==> config.mk <==
export PLATFORM = sky130hd
export DESIGN_NAME = ugrm_utf8_dec
export DESIGN_NICKNAME = d
export VERILOG_FILES = /design/src/rtl/core/ugrm_pkg.sv /design/src/rtl/core/ugrm_utf8_dec.sv
export SDC_FILE = /design/constraint.sdc
export NUM_CORES = 1
export LEC_CHECK = 0
export BUFFER_PORTS_ARGS = -buffer_cell sky130_fd_sc_hd__buf_4
export CAP_MARGIN = 5
export CORE_MARGIN = 3
export CORE_UTILIZATION = 40
export CTS_BUF_LIST = sky130_fd_sc_hd__clkbuf_8 sky130_fd_sc_hd__clkbuf_16
export DETAILED_ROUTE_END_ITERATION = 8
export MAX_ROUTING_LAYER = met4
export PLACE_DENSITY = 0.74
export SLEW_MARGIN = 25
export SYNTH_ARGS = -nofsm -noshare
export SYNTH_HDL_FRONTEND = slang
export SYNTH_SLANG_ARGS = --single-unit
==> constraint.sdc <==
create_clock -name clk_i -period 1.9 [get_ports clk_i]
set_clock_uncertainty 0.1 [all_clocks]
set_input_delay 0 -clock clk_i [delete_from_list [all_inputs] [get_ports clk_i]]
set_output_delay 0 -clock clk_i [all_outputs]
set_load 0.005 [all_outputs]
==> src/rtl/core/ugrm_pkg.sv <==
// Package for the UTF-8 glyph run mapper: shared types, register map, the
// upper character map table and its lookup function. No dependencies.
`default_nettype none

package ugrm_pkg;

  localparam int MAP_ENTRIES = 128;
  localparam int MAP_POS_W   = $clog2(MAP_ENTRIES);
  localparam int CP_W        = 21;
  localparam int GLYPH_W     = 8;
  localparam int IDX_W       = 9;
  localparam int WORD_W      = 16;
  localparam int PADDR_W     = 4;
  localparam int PDATA_W     = 32;
  localparam int CAP_W       = 13;

  localparam logic [GLYPH_W-1:0] FIRST_CHAR_RST = 8'd0;
  localparam logic [GLYPH_W-1:0] LAST_CHAR_RST  = 8'd255;
  localparam logic [CAP_W-1:0]   RUN_CAP_RST    = 13'd64;

  typedef enum logic [1:0] {
    OP_LOAD_WO   = 2'd0,
    OP_LOAD_BL   = 2'd1,
    OP_TEXT      = 2'd2,
    OP_END       = 2'd3
  } op_e;

  typedef enum logic [1:0] {
    REG_FIRST_CHAR   = 2'd0,
    REG_LAST_CHAR    = 2'd1,
    REG_RUN_CAPACITY = 2'd2
  } reg_idx_e;

  typedef struct packed {
    logic [GLYPH_W-1:0] first_char;
    logic [GLYPH_W-1:0] last_char;
    logic [CAP_W-1:0]   run_capacity;
  } cfg_t;

  typedef struct packed {
    logic               wo_we;
    logic               bl_we;
    logic [IDX_W-1:0]   wr_addr;
    logic [WORD_W-1:0]  wr_data;
    logic               rd_en;
    logic [GLYPH_W-1:0] rd_idx;
  } store_req_t;

  typedef struct packed {
    logic [WORD_W-1:0] wo_word;
    logic [WORD_W-1:0] bl_start;
    logic [WORD_W-1:0] bl_next;
  } store_rsp_t;

  typedef struct packed {
    logic                 hit;
    logic [MAP_POS_W-1:0] pos;
  } map_hit_t;

  localparam logic [WORD_W-1:0] UPPER_MAP [MAP_ENTRIES] = '{
    16'h00C4, 16'h00C5, 16'h00C7, 16'h00C9, 16'h00D1, 16'h00D6, 16'h00DC, 16'h00E1,
    16'h00E0, 16'h00E2, 16'h00E4, 16'h00E3, 16'h00E5, 16'h00E7, 16'h00E9, 16'h00E8,
    16'h00EA, 16'h00EB, 16'h00ED, 16'h00EC, 16'h00EE, 16'h00EF, 16'h00F1, 16'h00F3,
    16'h00F2, 16'h00F4, 16'h00F6, 16'h00F5, 16'h00FA, 16'h00F9, 16'h00FB, 16'h00FC,
    16'h2020, 16'h00B0, 16'h00A2, 16'h00A3, 16'h00A7, 16'h2022, 16'h00B6, 16'h00DF,
    16'h00AE, 16'h00A9, 16'h2122, 16'h00B4, 16'h00A8, 16'h2260, 16'h00C6, 16'h00D8,
    16'h221E, 16'h00B1, 16'h2264, 16'h2265, 16'h00A5, 16'h00B5, 16'h2202, 16'h2211,
    16'h220F, 16'h03C0, 16'h222B, 16'h00AA, 16'h00BA, 16'h03A9, 16'h00E6, 16'h00F8,
    16'h00BF, 16'h00A1, 16'h00AC, 16'h221A, 16'h0192, 16'h2248, 16'h2206, 16'h00AB,
    16'h00BB, 16'h2026, 16'h00A0, 16'h00C0, 16'h00C3, 16'h00D5, 16'h0152, 16'h0153,
    16'h2013, 16'h2014, 16'h201C, 16'h201D, 16'h2018, 16'h2019, 16'h00F7, 16'h25CA,
    16'h00FF, 16'h0178, 16'h2044, 16'h20AC, 16'h2039, 16'h203A, 16'hFB01, 16'hFB02,
    16'h2021, 16'h00B7, 16'h201A, 16'h201E, 16'h2030, 16'h00C2, 16'h00CA, 16'h00C1,
    16'h00CB, 16'h00C8, 16'h00CD, 16'h00CE, 16'h00CF, 16'h00CC, 16'h00D3, 16'h00D4,
    16'hF8FF, 16'h00D2, 16'h00DA, 16'h00DB, 16'h00D9, 16'h0131, 16'h02C6, 16'h02DC,
    16'h00AF, 16'h02D8, 16'h02D9, 16'h02DA, 16'h00B8, 16'h02DD, 16'h02DB, 16'h02C7
  };

  // Entries are distinct, so at most one compare matches.
  function automatic map_hit_t map_upper(input logic [WORD_W-1:0] cp);
    map_hit_t r;
    r = '{hit: 1'b0, pos: '0};
    for (int i = 0; i < MAP_ENTRIES; i++) begin
      if (UPPER_MAP[i] == cp) begin
        r.hit = 1'b1;
        r.pos = MAP_POS_W'(i);
      end
    end
    return r;
  endfunction

endpackage

`default_nettype wire

==> src/rtl/core/ugrm_utf8_dec.sv <==
// UTF-8 decoder: accumulator and pending continuation count, one byte per
// cycle while stepped, with malformed sequence rejection. Depends on ugrm_pkg.
`default_nettype none

module ugrm_utf8_dec (
  input  logic                       clk_i,
  input  logic                       rst_ni,
  input  logic                       step_i,
  input  logic                       clear_i,
  input  logic [7:0]                 byte_i,
  output logic                       cp_valid_o,
  output logic [ugrm_pkg::CP_W-1:0]  cp_o
);
  import ugrm_pkg::*;

  localparam logic [7:0] LEAD2_LO = 8'hC2;
  localparam logic [7:0] LEAD2_HI = 8'hDF;
  localparam logic [7:0] LEAD3_LO = 8'hE0;
  localparam logic [7:0] LEAD3_HI = 8'hEF;
  localparam logic [7:0] LEAD4_LO = 8'hF0;
  localparam logic [7:0] LEAD4_HI = 8'hF4;
  localparam logic [7:0] CONT_A0  = 8'hA0;
  localparam logic [7:0] CONT_90  = 8'h90;
  localparam logic [CP_W-1:0] ACC_SURR = 21'h00000D;
  localparam logic [CP_W-1:0] ACC_TOP  = 21'h000004;

  logic [CP_W-1:0] acc_q, acc_d, dec_acc, shifted;
  logic [1:0]      pend_q, pend_d, dec_pend;
  logic            bad;

  assign shifted = {acc_q[CP_W-7:0], byte_i[5:0]};
  assign bad = (acc_q == '0 && pend_q == 2'd2 && byte_i < CONT_A0)
            || (acc_q == '0 && pend_q == 2'd3 && byte_i < CONT_90)
            || (acc_q == ACC_SURR && pend_q == 2'd2 && byte_i >= CONT_A0)
            || (acc_q == ACC_TOP && pend_q == 2'd3 && byte_i >= CONT_90);

  always_comb begin
    dec_acc    = acc_q;
    dec_pend   = pend_q;
    cp_valid_o = 1'b0;
    cp_o       = CP_W'(byte_i);
    if (byte_i[7:6] == 2'b10) begin
      if (pend_q != 2'd0) begin
        if (bad) begin
          dec_acc  = '0;
          dec_pend = 2'd0;
        end else begin
          dec_pend = pend_q - 2'd1;
          if (pend_q == 2'd1) begin
            cp_o       = shifted;
            cp_valid_o = 1'b1;
            dec_acc    = '0;
          end else begin
            dec_acc = shifted;
          end
        end
      end
    end else begin
      dec_acc  = '0;
      dec_pend = 2'd0;
      if (!byte_i[7]) begin
        cp_valid_o = 1'b1;
      end else if (byte_i >= LEAD2_LO && byte_i <= LEAD2_HI) begin
        dec_acc  = CP_W'(byte_i[4:0]);
        dec_pend = 2'd1;
      end else if (byte_i >= LEAD3_LO && byte_i <= LEAD3_HI) begin
        dec_acc  = CP_W'(byte_i[3:0]);
        dec_pend = 2'd2;
      end else if (byte_i >= LEAD4_LO && byte_i <= LEAD4_HI) begin
        dec_acc  = CP_W'(byte_i[2:0]);
        dec_pend = 2'd3;
      end
    end
  end

  always_comb begin
    acc_d  = acc_q;
    pend_d = pend_q;
    if (clear_i) begin
      acc_d  = '0;
      pend_d = 2'd0;
    end else if (step_i) begin
      acc_d  = dec_acc;
      pend_d = dec_pend;
    end
  end

  always_ff @(posedge clk_i or negedge rst_ni) begin
    if (!rst_ni) begin
      acc_q  <= '0;
      pend_q <= 2'd0;
    end else begin
      acc_q  <= acc_d;
      pend_q <= pend_d;
    end
  end

`ifndef NO_ASSERTIONS
  a_idle_acc_zero: assert property (@(posedge clk_i) disable iff (!rst_ni)
    pend_q == 2'd0 |-> acc_q == '0)
    else $error("accumulator not clear with no sequence pending");

  a_four_byte_lead: assert property (@(posedge clk_i) disable iff (!rst_ni)
    pend_q == 2'd3 |-> acc_q <= ACC_TOP)
    else $error("four-byte lead out of range");

  a_clear_drops: assert property (@(posedge clk_i) disable iff (!rst_ni)
    clear_i |=> pend_q == 2'd0 && acc_q == '0)
    else $error("clear left a partial sequence");
`endif

endmodule

`default_nettype wire

==> results.ini <==
[status]
run_status = finished, violations left
violations = negative setup slack

[synthesis]
yosysMostFrequentCell = dfrtp_1
syn-instance-count = 136
synthTopCellsByArea = dfrtp_1, a22o_1, and2_1, buf_4, ha_1
synthAdderAreaFrac = 0.0373
synth_xor_area_frac = 0.00654
synthArstFlopShare = 1.00
synth_flop_cell = dfrtp_1
synth_seq_cells = 23
synth_edf_count = 0
yosysTopAreaCell = dfrtp_1
yosysTopAreaCellShare = 0.430
synth-compound-area-share = 0.234
synth_simple_gate_area_frac = 0.213
ys_warn_count = 0
yosysSeqAreaShare = 0.430
ys_top_cells_by_count = dfrtp_1, a22o_1, and2_1
yosys-mux-area-fraction = 0.00747
ys_types = 34
synth_nets = 152
syn_area_um2 = 1340
synth_top_family_by_area = compound AO/OA/AOI/OAI gates
avgSynthCellArea_um2 = 9.85

[clock_tree]
cts_tree = done
clockBufferDepth = 2
cts-root-buf = clkbuf_8
cts-buffers-inserted = 3
h-tree-depth = 1
worstSkewPairLatency_ns = 0.27
clock-sinks = 23
clkSlewWorstSetupHoldPaths_ns = 0.09

[die]
ios = 34
coreArea_um2 = 3130
die_area_um2 = 4080
rows = 20
start_util = 0.428
die_h_um = 63.9
die_w_um = 63.9

[sta]
finalHoldViolations = 0
rsz0062_at_grt = yes
fin_ws_ns = -0.314
slew_violations = 0
fmax_ghz = 0.452
worstMarginPinSlew_ns = 0.437
relSlewSlack = 0.706
finalSetupViolations = 38
period_needed_ns = 2.21
min_period_over_period = 1.17
fin_setup_tns_ns = -3.38

[power]
internal-power_uw = 727
powerDensity_nw_per_um2 = 472
vdd_drop_max_mv = 0.244
power.leakage_nw = 0.985
pwr-share-comb = 0.181
power.switching_uw = 264
total_power_uw = 991
netSwitchingFraction = 0.266
clock_power_share = 0.316
seqPwrFrac = 0.503

[critical_path]
cp_top_family = compound AO/OA/AOI/OAI gates
cp_num_buf_inv = 3
start_kind = flop
cpMostUsedCell = buf_4
endpoint_kind = primary output
path_cells = ha_2 > nor4b_4 > a32oi_4 > buf_6 > nor4_2 > buf_4 > o41a_1 > buf_4
max_stage_delay_ns = 0.43
cp.depth = 8
r2r_cells = 6
criticalPathCategory = flop to primary output
r2r_slack_ns = -0.21
cp.required_ns = 1.80
cpMaxStageDelayCell = dfrtp_1
arrival_ns = 2.11
cp_max_fo = 4

[routing]
drtAntennaViolNets = 0
drc = 0
dr.pass1.iters = 5
vias = 1382
wl_per_cell_um = 17.4
drtIter0Drc = 100
wl_mm = 4.20
vias_per_cell = 5.73

[global_route]
track_usage = 0.220
antenna_found_initial = 0
use_met3 = 0.0457
busiest_layer = met2
use_met1 = 0.267
grt_max_degree = 24
first_global_vias = 1405
grt_overflow = 0
grt_pass1_wl_mm = 6.89
use_met2 = 0.363

[min_path]
min_path_type = primary input to flop
hold_depth = 4

[placement]
portBuffers = 33
dp_hpwl_mm = 2.71
place_inst = 220
gp_routability_congestion = 1.00

[layout]
drive_gt1_frac = 0.447
diodes = 0
instances_no_fill = 241
final_nets = 214
synthToLayoutAreaGrowth_pct = 56.7

[run]
maxCapViolCount = 0

## metal layers
metal	wire (um)	vias up
met5	0	-
met4	107	0
met3	308	11
met2	2150	82
met1	1640	661
li1	-	628
## flip-flops by register name, summed over array words and instances, names as in the netlist
signal / flops
acc_q: 21
pend_q: 2
## power groups by stage
stage / Combinational [mW] / Sequential [mW] / Clock, mW
after global routing: 0.195 / 0.499 / 0.334
after floorplan: 0.0564 / 0.509 / 0
final: 0.180 / 0.498 / 0.313
after detailed placement: 0.130 / 0.507 / 0
after CTS: 0.151 / 0.497 / 0.315
after global placement: 0.127 / 0.507 / 0
## layout make-up
| cell class | count | area [um2] |
|---|---|---|
| Clock buffer | 3 | 41.3 |
| Clock inverter | 1 | 5.00 |
| Fill cell | 241 | 1030 |
| Inverter | 7 | 26.3 |
| Multi-Input combinational cell | 96 | 815 |
| Sequential cell | 23 | 576 |
| Tap cell | 44 | 55.1 |
| Timing Repair Buffer | 67 | 582 |
## layout by cell type, fill, tap and decap left out, types with 4 or more instances in the layout
| cell | Yosys | routed |
|---|---|---|
| a32oi_1 | 5 | 4 |
| dlygate4sd3_1 | 0 | 7 |
| inv_1 | 7 | 6 |
| nand2_1 | 10 | 10 |
| dfrtp_1 | 23 | 23 |
| buf_6 | 0 | 13 |
| a22o_1 | 12 | 12 |
| o21ai_1 | 0 | 5 |
| buf_4 | 7 | 46 |
| a32o_1 | 4 | 4 |
| and2_1 | 12 | 10 |
## tightest hold or removal path: stages
cell and delay (ns):
buf_4 0.13, nand2_1 0.06, a32oi_1 0.10, o31ai_1 0.07
## repair_timing
item | 4_1_cts | 5_1_grt
endpoints found under the hold margin | 30 | 0
hold buffers | 7 | 0
cloned | 1 | 1
endpoints found under the setup margin | 28 | 39
resized for setup | 17 | 31
pin swaps | 6 | 13
buffers inserted | 3 | 5
## final timing paths
path / startpoint / end
worst max register to register: acc_q[2] / acc_q[8]
worst min register to register: acc_q[17] / acc_q[17]
min in group asynchronous: rst_ni / acc_q[14]
worst min-delay path: byte_i[4] / pend_q[1]
worst max-delay path: pend_q[1] / cp_o[7]
max in group asynchronous: rst_ni / acc_q[17]
## kinds of logic after synthesis
kind of cell | after synthesis
DFF | 23
and+or+nand+nor | 48
AOI/OAI and AO/OA | 41
adders and majority gates | 4
xor gates and xnor gates | 1
muxes | 1
buffers and inverters | 18
## through the flow
| stage | util | cell area [um2] | worst slack (ns) | hold slack [ns] |
|---|---|---|---|---|
| finish | 0.671 | 2100 | -0.314 | 0.0313 |
| global route | 0.671 | 2100 | -0.374 | 0.0582 |
| CTS | 0.608 | 1900 | -0.410 | 0.0336 |
| global placement | 0.546 | 1710 | -0.0571 | -0.194 |
| floorplan | - | 1340 | -0.0351 | -0.396 |
| detailed placement | 0.546 | 1710 | -0.0776 | -0.192 |
Note: power is estimated with default switching activity, not from simulation.
