File: src/rtl/core/ugrm_pkg.sv
// Package for the UTF-8 glyph run mapper: shared types, register map, the
// upper character map table and its lookup function. No dependencies.
`default_nettype none

package ugrm_pkg;

  localparam int MAP_ENTRIES = 128;
  localparam int MAP_POS_W   = $clog2(MAP_ENTRIES);
  localparam int CP_W        = 21;
  localparam int GLYPH_W     = 8;
  localparam int IDX_W       = 9;
  localparam int WORD_W      = 16;
  localparam int PADDR_W     = 4;
  localparam int PDATA_W     = 32;
  localparam int CAP_W       = 13;

  localparam logic [GLYPH_W-1:0] FIRST_CHAR_RST = 8'd0;
  localparam logic [GLYPH_W-1:0] LAST_CHAR_RST  = 8'd255;
  localparam logic [CAP_W-1:0]   RUN_CAP_RST    = 13'd64;

  typedef enum logic [1:0] {
    OP_LOAD_WO   = 2'd0,
    OP_LOAD_BL   = 2'd1,
    OP_TEXT      = 2'd2,
    OP_END       = 2'd3
  } op_e;

  typedef enum logic [1:0] {
    REG_FIRST_CHAR   = 2'd0,
    REG_LAST_CHAR    = 2'd1,
    REG_RUN_CAPACITY = 2'd2
  } reg_idx_e;

  typedef struct packed {
    logic [GLYPH_W-1:0] first_char;
    logic [GLYPH_W-1:0] last_char;
    logic [CAP_W-1:0]   run_capacity;
  } cfg_t;

  typedef struct packed {
    logic               wo_we;
    logic               bl_we;
    logic [IDX_W-1:0]   wr_addr;
    logic [WORD_W-1:0]  wr_data;
    logic               rd_en;
    logic [GLYPH_W-1:0] rd_idx;
  } store_req_t;

  typedef struct packed {
    logic [WORD_W-1:0] wo_word;
    logic [WORD_W-1:0] bl_start;
    logic [WORD_W-1:0] bl_next;
  } store_rsp_t;

  typedef struct packed {
    logic                 hit;
    logic [MAP_POS_W-1:0] pos;
  } map_hit_t;

  localparam logic [WORD_W-1:0] UPPER_MAP [MAP_ENTRIES] = '{
    16'h00C4, 16'h00C5, 16'h00C7, 16'h00C9, 16'h00D1, 16'h00D6, 16'h00DC, 16'h00E1,
    16'h00E0, 16'h00E2, 16'h00E4, 16'h00E3, 16'h00E5, 16'h00E7, 16'h00E9, 16'h00E8,
    16'h00EA, 16'h00EB, 16'h00ED, 16'h00EC, 16'h00EE, 16'h00EF, 16'h00F1, 16'h00F3,
    16'h00F2, 16'h00F4, 16'h00F6, 16'h00F5, 16'h00FA, 16'h00F9, 16'h00FB, 16'h00FC,
    16'h2020, 16'h00B0, 16'h00A2, 16'h00A3, 16'h00A7, 16'h2022, 16'h00B6, 16'h00DF,
    16'h00AE, 16'h00A9, 16'h2122, 16'h00B4, 16'h00A8, 16'h2260, 16'h00C6, 16'h00D8,
    16'h221E, 16'h00B1, 16'h2264, 16'h2265, 16'h00A5, 16'h00B5, 16'h2202, 16'h2211,
    16'h220F, 16'h03C0, 16'h222B, 16'h00AA, 16'h00BA, 16'h03A9, 16'h00E6, 16'h00F8,
    16'h00BF, 16'h00A1, 16'h00AC, 16'h221A, 16'h0192, 16'h2248, 16'h2206, 16'h00AB,
    16'h00BB, 16'h2026, 16'h00A0, 16'h00C0, 16'h00C3, 16'h00D5, 16'h0152, 16'h0153,
    16'h2013, 16'h2014, 16'h201C, 16'h201D, 16'h2018, 16'h2019, 16'h00F7, 16'h25CA,
    16'h00FF, 16'h0178, 16'h2044, 16'h20AC, 16'h2039, 16'h203A, 16'hFB01, 16'hFB02,
    16'h2021, 16'h00B7, 16'h201A, 16'h201E, 16'h2030, 16'h00C2, 16'h00CA, 16'h00C1,
    16'h00CB, 16'h00C8, 16'h00CD, 16'h00CE, 16'h00CF, 16'h00CC, 16'h00D3, 16'h00D4,
    16'hF8FF, 16'h00D2, 16'h00DA, 16'h00DB, 16'h00D9, 16'h0131, 16'h02C6, 16'h02DC,
    16'h00AF, 16'h02D8, 16'h02D9, 16'h02DA, 16'h00B8, 16'h02DD, 16'h02DB, 16'h02C7
  };

  // Entries are distinct, so at most one compare matches.
  function automatic map_hit_t map_upper(input logic [WORD_W-1:0] cp);
    map_hit_t r;
    r = '{hit: 1'b0, pos: '0};
    for (int i = 0; i < MAP_ENTRIES; i++) begin
      if (UPPER_MAP[i] == cp) begin
        r.hit = 1'b1;
        r.pos = MAP_POS_W'(i);
      end
    end
    return r;
  endfunction

endpackage

`default_nettype wire

File: src/rtl/core/ugrm_cfg.sv
// APB-style configuration registers of the glyph run mapper.
// Depends on ugrm_pkg.
`default_nettype none

module ugrm_cfg (
  input  logic                          clk_i,
  input  logic                          rst_ni,
  input  logic                          psel,
  input  logic                          penable,
  input  logic                          pwrite,
  input  logic [ugrm_pkg::PADDR_W-1:0]  paddr,
  input  logic [ugrm_pkg::PDATA_W-1:0]  pwdata,
  output logic [ugrm_pkg::PDATA_W-1:0]  prdata,
  output logic                          pready,
  output ugrm_pkg::cfg_t                cfg_o
);
  import ugrm_pkg::*;

  cfg_t     cfg_q;
  logic     wr_en;
  reg_idx_e reg_sel;

  assign pready  = 1'b1;
  assign wr_en   = psel && penable && pwrite && pready;
  assign reg_sel = reg_idx_e'(paddr[PADDR_W-1:2]);
  assign cfg_o   = cfg_q;

  always_ff @(posedge clk_i or negedge rst_ni) begin
    if (!rst_ni) begin
      cfg_q.first_char   <= FIRST_CHAR_RST;
      cfg_q.last_char    <= LAST_CHAR_RST;
      cfg_q.run_capacity <= RUN_CAP_RST;
    end else if (wr_en) begin
      unique case (reg_sel)
        REG_FIRST_CHAR:   cfg_q.first_char   <= pwdata[GLYPH_W-1:0];
        REG_LAST_CHAR:    cfg_q.last_char    <= pwdata[GLYPH_W-1:0];
        REG_RUN_CAPACITY: cfg_q.run_capacity <= pwdata[CAP_W-1:0];
        default: ;
      endcase
    end
  end

  always_comb begin
    prdata = '0;
    unique case (reg_sel)
      REG_FIRST_CHAR:   prdata = PDATA_W'(cfg_q.first_char);
      REG_LAST_CHAR:    prdata = PDATA_W'(cfg_q.last_char);
      REG_RUN_CAPACITY: prdata = PDATA_W'(cfg_q.run_capacity);
      default: ;
    endcase
  end

endmodule

`default_nettype wire

File: config.mk
export PLATFORM = sky130hd
export DESIGN_NAME = ugrm_cfg
export DESIGN_NICKNAME = d
export VERILOG_FILES = /design/src/rtl/core/ugrm_pkg.sv /design/src/rtl/core/ugrm_cfg.sv
export SDC_FILE = /design/constraint.sdc
export NUM_CORES = 1
export LEC_CHECK = 0
export ABC_CLOCK_PERIOD_IN_PS = 900
export BUFFER_PORTS_ARGS = -buffer_cell sky130_fd_sc_hd__buf_2
export CAP_MARGIN = 15
export CORE_ASPECT_RATIO = 1.75
export CORE_MARGIN = 2
export CORE_UTILIZATION = 26
export CTS_BUF_LIST = sky130_fd_sc_hd__clkbuf_8
export CTS_CLUSTER_DIAMETER = 60
export DETAILED_ROUTE_END_ITERATION = 12
export GPL_ROUTABILITY_DRIVEN = 0
export HOLD_SLACK_MARGIN = 0.06
export PLACE_DENSITY_LB_ADDON = 0.08
export SYNTH_ARGS = -nofsm -noshare
export SYNTH_HDL_FRONTEND = slang
export SYNTH_SLANG_ARGS = --single-unit
File: constraint.sdc
create_clock -name clk_i -period 0.9 [get_ports clk_i]
set_input_delay 0.09 -clock clk_i [delete_from_list [all_inputs] [get_ports clk_i]]
set_output_delay 0.09 -clock clk_i [all_outputs]
set_load 0.01 [all_outputs]
==> implementation parameters, run 1 <==
Parameter                              Value

Run status
  Result of the run    finished, violations left
  Failing checks    setup timing

Cells and area
  Max FFs per register    29
  Number of fillers in the final layout    a little under 600
  Area used by multi-input combinational logic    766 um^2
  Combined flip-flop and latch cell area    between 700 and 800 um^2
  Area grow syn2layout    59.4%
  Post-layout net count    261
  Share of post-route cells with drive strength above 1    64.7%
  Antenna Cells    0

Global route
  Total routing resource utilization after global routing    13.0%
  Largest net degree at the start of global routing    30
  Global-route wire length before repair    ~6600 um
  Initial antenna violation count    0
  Via count of the first global-routing pass    1270
  Remaining global-route overflow    0

Min path
  Cell depth of the worst min-delay path    2
  Type of the most critical hold path    in2reg

Worst setup path
  Crit path launch type    flip-flop
  Worst Reg2Reg Path Length in Cells    3
  Required time at the endpoint of the critical path    810 ps
  Critical path endpoint category    output pin
  Data arrival time of the critical path    1110 ps
  Highest fanout seen on the critical path    2
  Start-to-end type of the worst setup path    reg2out

Detailed routing
  First-pass detailed-route iteration total    2
  Detail-routed via count per cell    between 4 and 5
  Wire length per cell after detailed routing    13.9 um
  Remaining number of nets flagged by the antenna check after routing    0
  Vias after detailed routing    1224
  Final Routed Wirelength    4160 um
  Remaining DRCs    0
  Initial DRC count    21

Clock network
  Sinks on the clock net    29
  Worst-case clock buffer depth    2
  Clock buffers created by TritonCTS    5
  Level count of the clock H-tree    2
  Clk Latency, worst-skew pair    270 ps
  Cell chosen for the clock root    sky130_fd_sc_hd__clkbuf_8
  CTS tree    yes
  Clock edge transition at the registers on the reported setup and hold paths    approximately 60 ps

Timing
  Highest clock rate    0.830 GHz
  RSZ-0062 raised after global routing    yes
  Setup TNS    -4930 ps
  Post-route clock skew    0 ps
  Post-route clock period utilization    134%
  Count of pins over their slew limit    0
  Final critical delay including setup and external delays    1200 ps
  Final worst-path setup slack    -305 ps
  Final setup violation count    41
  Number of endpoints with negative hold slack in the final report    0

Die
  Placeable Area    5830 um^2
  Placement Rows    37
  Effective utilization at floorplan    around a quarter
  DIE WIDTH    around 63 um
  Height of the die    106 um
  Ports    103
  Total die area    6650 um^2

Synth
  Flops & latches, synth    29
  Most frequently used flop master after synthesis    sky130_fd_sc_hd__dfrtp_1
  Sequential fraction of the synthesis area    47.3%
  Post-synthesis area per instance    13.0 um^2
  Largest cells by area after synthesis    sky130_fd_sc_hd__dfrtp_1, sky130_fd_sc_hd__mux2_4, sky130_fd_sc_hd__dfstp_2, sky130_fd_sc_hd__buf_4, sky130_fd_sc_hd__mux2_1
  Biggest area consumer among synthesized cells    sky130_fd_sc_hd__dfrtp_1
  Number of distinct library cells after synthesis    19
  Area share of the largest cell type after synthesis    between 30% and 40%
  Number of warnings printed during yosys synthesis    0
  Most used standard cells in the synthesized netlist    sky130_fd_sc_hd__buf_4, sky130_fd_sc_hd__dfrtp_1, sky130_fd_sc_hd__mux2_4, sky130_fd_sc_hd__mux2_1, sky130_fd_sc_hd__dfstp_2
  Proportion of register bits with asynchronous set or reset after synthesis    between 90% and 100%
  Post-Syn Instances    120
  Cell Area, Synth    ~1600 um^2
  Most repeated cell in the gate-level netlist after synthesis    sky130_fd_sc_hd__buf_4
  Number of enable flip-flop cells after synthesis    0

Power and ir drop
  Total Power Consumption    4.96 mW
  VDD IR max    0.00105 V
  Leakage power of the design    between 1 and 1.5 nW
  Pwr dens    between 1500 and 2000 nW/um^2

Job
  Max-cap violations    0

Placed design
  Sum of net half-perimeters after detailed placement    2980 um
  Quantity of I/O buffers inserted on ports    61
## metal layers
layer,share of wire (%),vias to the layer above,track usage (%)
met5,0,-,0
met4,1.6,0,5.24
met3,6.0,6,3.39
met2,55,50,23.3
met1,37,602,14.2
li1,-,566,-
## through the flow
stage,instances,util [%],hold WS [ps],worst slack [ps],area [um^2]
after floorplan,138,-,-206,-188,1690
after global routing,299,42.6,74.0,-369,2480
after detailed placement,269,35.2,56.2,-372,2060
final,299,42.6,81.7,-305,2480
after CTS,291,40.8,75.9,-316,2380
after global placement,269,35.2,49.2,-354,2060
## power breakdown
part	leakage, nW	internal [mW]	switching [mW]
clock network	0.0519	0.513	0.461
registers	0.340	1.68	0.248
logic	0.891	1.30	0.756
## layout make-up
class	count	area share, %
repair buffers	100	32.3
clock inverters	3	0.453
clock buffers	5	2.77
well taps	78	3.93
multi-input cells	84	30.8
flip-flops and latches	29	29.7
## placed cells by master, fill, tap and decap left out
| cell | n |
|---|---|
| sky130_fd_sc_hd__inv_1 | 3 |
| sky130_fd_sc_hd__nand3_4 | 1 |
| sky130_fd_sc_hd__mux2_4 | 25 |
| sky130_fd_sc_hd__dfrtp_1 | 20 |
| sky130_fd_sc_hd__or3b_4 | 1 |
| sky130_fd_sc_hd__clkbuf_8 | 5 |
| sky130_fd_sc_hd__mux2_1 | 1 |
| sky130_fd_sc_hd__o21ai_1 | 8 |
| sky130_fd_sc_hd__conb_1 | 20 |
| sky130_fd_sc_hd__buf_6 | 30 |
| sky130_fd_sc_hd__buf_2 | 45 |
| sky130_fd_sc_hd__buf_4 | 15 |
| sky130_fd_sc_hd__dlygate4sd3_1 | 6 |
| sky130_fd_sc_hd__nor3b_4 | 1 |
| sky130_fd_sc_hd__nor2b_2 | 1 |
| sky130_fd_sc_hd__clkbuf_4 | 1 |
| sky130_fd_sc_hd__nand2_1 | 7 |
| sky130_fd_sc_hd__buf_12 | 3 |
| sky130_fd_sc_hd__mux2_2 | 3 |
| sky130_fd_sc_hd__nor3_4 | 1 |
| sky130_fd_sc_hd__and2_1 | 5 |
| sky130_fd_sc_hd__nor2b_4 | 1 |
| sky130_fd_sc_hd__nand2_2 | 1 |
| sky130_fd_sc_hd__dfstp_2 | 9 |
| sky130_fd_sc_hd__mux2i_1 | 8 |
## critical path: stages, from the launching register on
cell and delay (ps):
sky130_fd_sc_hd__dfstp_2 530, sky130_fd_sc_hd__mux2i_1 70, sky130_fd_sc_hd__o21ai_1 100, sky130_fd_sc_hd__buf_2 140
## worst paths after layout
| kind | to | startpoint | slack, ps |
|---|---|---|---|
| min reg2reg | cfg_o[10]$_DFFE_PN0P_ | cfg_o[10]$_DFFE_PN0P_ | 520 |
| min in group asynchronous | cfg_o[23]$_DFFE_PN0P_ | rst_ni | 280 |
| min | cfg_o[20]$_DFFE_PN1P_ | pwdata[7] | 80 |
| max in group asynchronous | cfg_o[14]$_DFFE_PN1P_ | rst_ni | 380 |
| max | prdata[6] | cfg_o[6]$_DFFE_PN1P_ | -300 |
| max reg2reg | cfg_o[9]$_DFFE_PN0P_ | cfg_o[9]$_DFFE_PN0P_ | -90 |
## cell families (layout without fill, tap and decap cells)
group                  Yosys count  count (layout)  synth area share [%]
multiplexers                    37              37                  30.0
flip-flops                      29              29                  47.3
AO/OA/AOI/OAI                    8               8                  2.57
buffers and inverters           25             108                  11.9
other                            2              20                 0.482
AND/OR/NAND/NOR                 19              19                  7.79
## timing repair
action	CTS	global route
setup buffers	8	12
setup endpoints to repair	50	55
hold buffers	6	0
resized for setup	29	18
hold endpoints to repair	34	0
pin swaps	2	1
Power figures use the tool's default switching activity.
==> inputs of run 2 (changes only) <==
- SKIP_CTS_REPAIR_TIMING: unset -> 1
- SLEW_MARGIN: unset -> 15
==> run 2 against run 1 <==
Compared with the run above:
- the run still ends with setup timing left
- critical endpoint is now prdata[4]
- worst hold slack got worse by 0.53 ps
- worst setup slack improved by 8.2 ps
- total power is 0.48% lower
- non-clock buffer count up 1
- clock-buffer cell count unchanged
- wire length is 1.0% higher
- die area unchanged
- final area is 0.10% higher
- largest power group unchanged
- clock skew stayed put
- maximum frequency up 0.69%
==> implementation parameters, run 2 (synthesis results as in run 1) <==
Parameter                              Value

Run status
  Result of the run    finished, violations left
  Failing checks    setup timing

Clock network
  Clock edge transition at the registers on the reported setup and hold paths    60 ps
  Clock buffers created by TritonCTS    5
  Level count of the clock H-tree    2
  Clk Latency, worst-skew pair    about 270 ps
  Cell chosen for the clock root    sky130_fd_sc_hd__clkbuf_8
  Sinks on the clock net    29
  CTS tree    yes
  Worst-case clock buffer depth    2

Timing
  Post-route clock period utilization    133%
  Final worst-path setup slack    -297 ps
  Number of endpoints with negative hold slack in the final report    0
  Highest clock rate    0.836 GHz
  Count of pins over their slew limit    0
  Final critical delay including setup and external delays    1200 ps
  Final setup violation count    47
  Post-route clock skew    0 ps
  RSZ-0062 raised after global routing    yes

Die
  Ports    roughly 100
  Placement Rows    37
  Effective utilization at floorplan    about a quarter
  Placeable Area    around 6000 um^2
  Total die area    6650 um^2
  Height of the die    ~110 um
  DIE WIDTH    between 60 and 70 um

Cells and area
  Final cell count without fillers    300
  Post-layout net count    approximately 260
  Leading cell type in the layout, fill and taps excluded    sky130_fd_sc_hd__buf_2
  Antenna Cells    0
  Area grow syn2layout    59.6%
  Most used cells in the layout excluding fill and tap cells    sky130_fd_sc_hd__buf_2, sky130_fd_sc_hd__buf_6, sky130_fd_sc_hd__mux2_4
  Share of post-route cells with drive strength above 1    64.4%
  Max FFs per register    29
  Number of fillers in the final layout    a little over 600

Worst setup path
  Crit path launch type    flip-flop
  Start-to-end type of the worst setup path    reg2out
  Required time at the endpoint of the critical path    810 ps
  Critical path endpoint category    output pin
  Highest fanout seen on the critical path    3
  Data arrival time of the critical path    ~1100 ps

Detailed routing
  Remaining number of nets flagged by the antenna check after routing    0
  Remaining DRCs    0
  Vias after detailed routing    roughly 1200
  First-pass detailed-route iteration total    2
  Wire length per cell after detailed routing    14.0 um
  Final Routed Wirelength    4200 um
  Initial DRC count    25
  Detail-routed via count per cell    slightly above 4

Power and ir drop
  Leakage power of the design    about 1.3 nW
  VDD IR max    around 0.0011 V
  Pwr dens    1990 nW/um^2

Placed design
  Quantity of I/O buffers inserted on ports    61
  Setup Slack @ Placement    -372 ps
  Post-placement cell count    269
  Sum of net half-perimeters after detailed placement    roughly 3000 um

Global route
  Largest net degree at the start of global routing    30
  Global-route wire length before repair    6230 um
  Via count of the first global-routing pass    between 1000 and 1500
  Remaining global-route overflow    0
  Total routing resource utilization after global routing    about 12%
  Initial antenna violation count    0

Job
  Max-cap violations    0

Min path
  Type of the most critical hold path    in2reg
==> run 2: routing by layer <==
layer  part of all wire (%)  global-route usage [%]
met5                      0                       0
met4                    1.5                    5.24
met3                    6.0                    3.28
met2                     55                    21.4
met1                     37                    13.7
==> run 2: final timing paths <==
kind	cells past startpoint	slack (ps)	endpoint	startpoint
hold reg to reg	1	520	cfg_o[10]$_DFFE_PN0P_	cfg_o[10]$_DFFE_PN0P_
min in group asynchronous	3	290	cfg_o[25]$_DFFE_PN0P_	rst_ni
setup / recovery	3	-300	prdata[4]	cfg_o[17]$_DFFE_PN1P_
max in group asynchronous	3	380	cfg_o[14]$_DFFE_PN1P_	rst_ni
setup reg to reg	3	-90	cfg_o[9]$_DFFE_PN0P_	cfg_o[9]$_DFFE_PN0P_
hold / removal	2	80	cfg_o[20]$_DFFE_PN1P_	pwdata[7]
==> run 2: area by class of cell <==
| class | count | area (um^2) | share of cell area (%) |
|---|---|---|---|
| repair buffers | 101 | 808 | 32.5 |
| clock buffers | 5 | 68.8 | 2.77 |
| multi-input cells | 84 | 763 | 30.7 |
| flip-flops and latches | 29 | 737 | 29.6 |
| well taps | 78 | 97.6 | 3.93 |
| clock inverters | 3 | 11.3 | 0.453 |
==> run 2: worst max-delay path, cell delays in order, from the launching register on <==
cell and delay, ps:
sky130_fd_sc_hd__dfstp_2 560, sky130_fd_sc_hd__nand2_1 50, sky130_fd_sc_hd__o21ai_1 70, sky130_fd_sc_hd__buf_2 150
==> run 2: where the power goes <==
| group | switching, mW | internal, mW | total, mW |
|---|---|---|---|
| combinational | 0.759 | 1.27 | 2.03 |
| sequential | 0.242 | 1.68 | 1.92 |
| clock | 0.464 | 0.513 | 0.978 |
==> run 2: metrics by stage <==
stage	power (mW)	hold WS (ps)	TNS [ps]	cell area, um^2	util, %
after floorplan	2.78	-206	-4450	1690	-
final	4.94	81.2	-4950	2490	42.6
after global routing	5.24	74.0	-6940	2490	42.6
after CTS	4.44	-247	-6190	2140	36.6
after global placement	3.38	49.2	-10630	2060	35.2
after detailed placement	3.42	56.2	-11030	2060	35.2
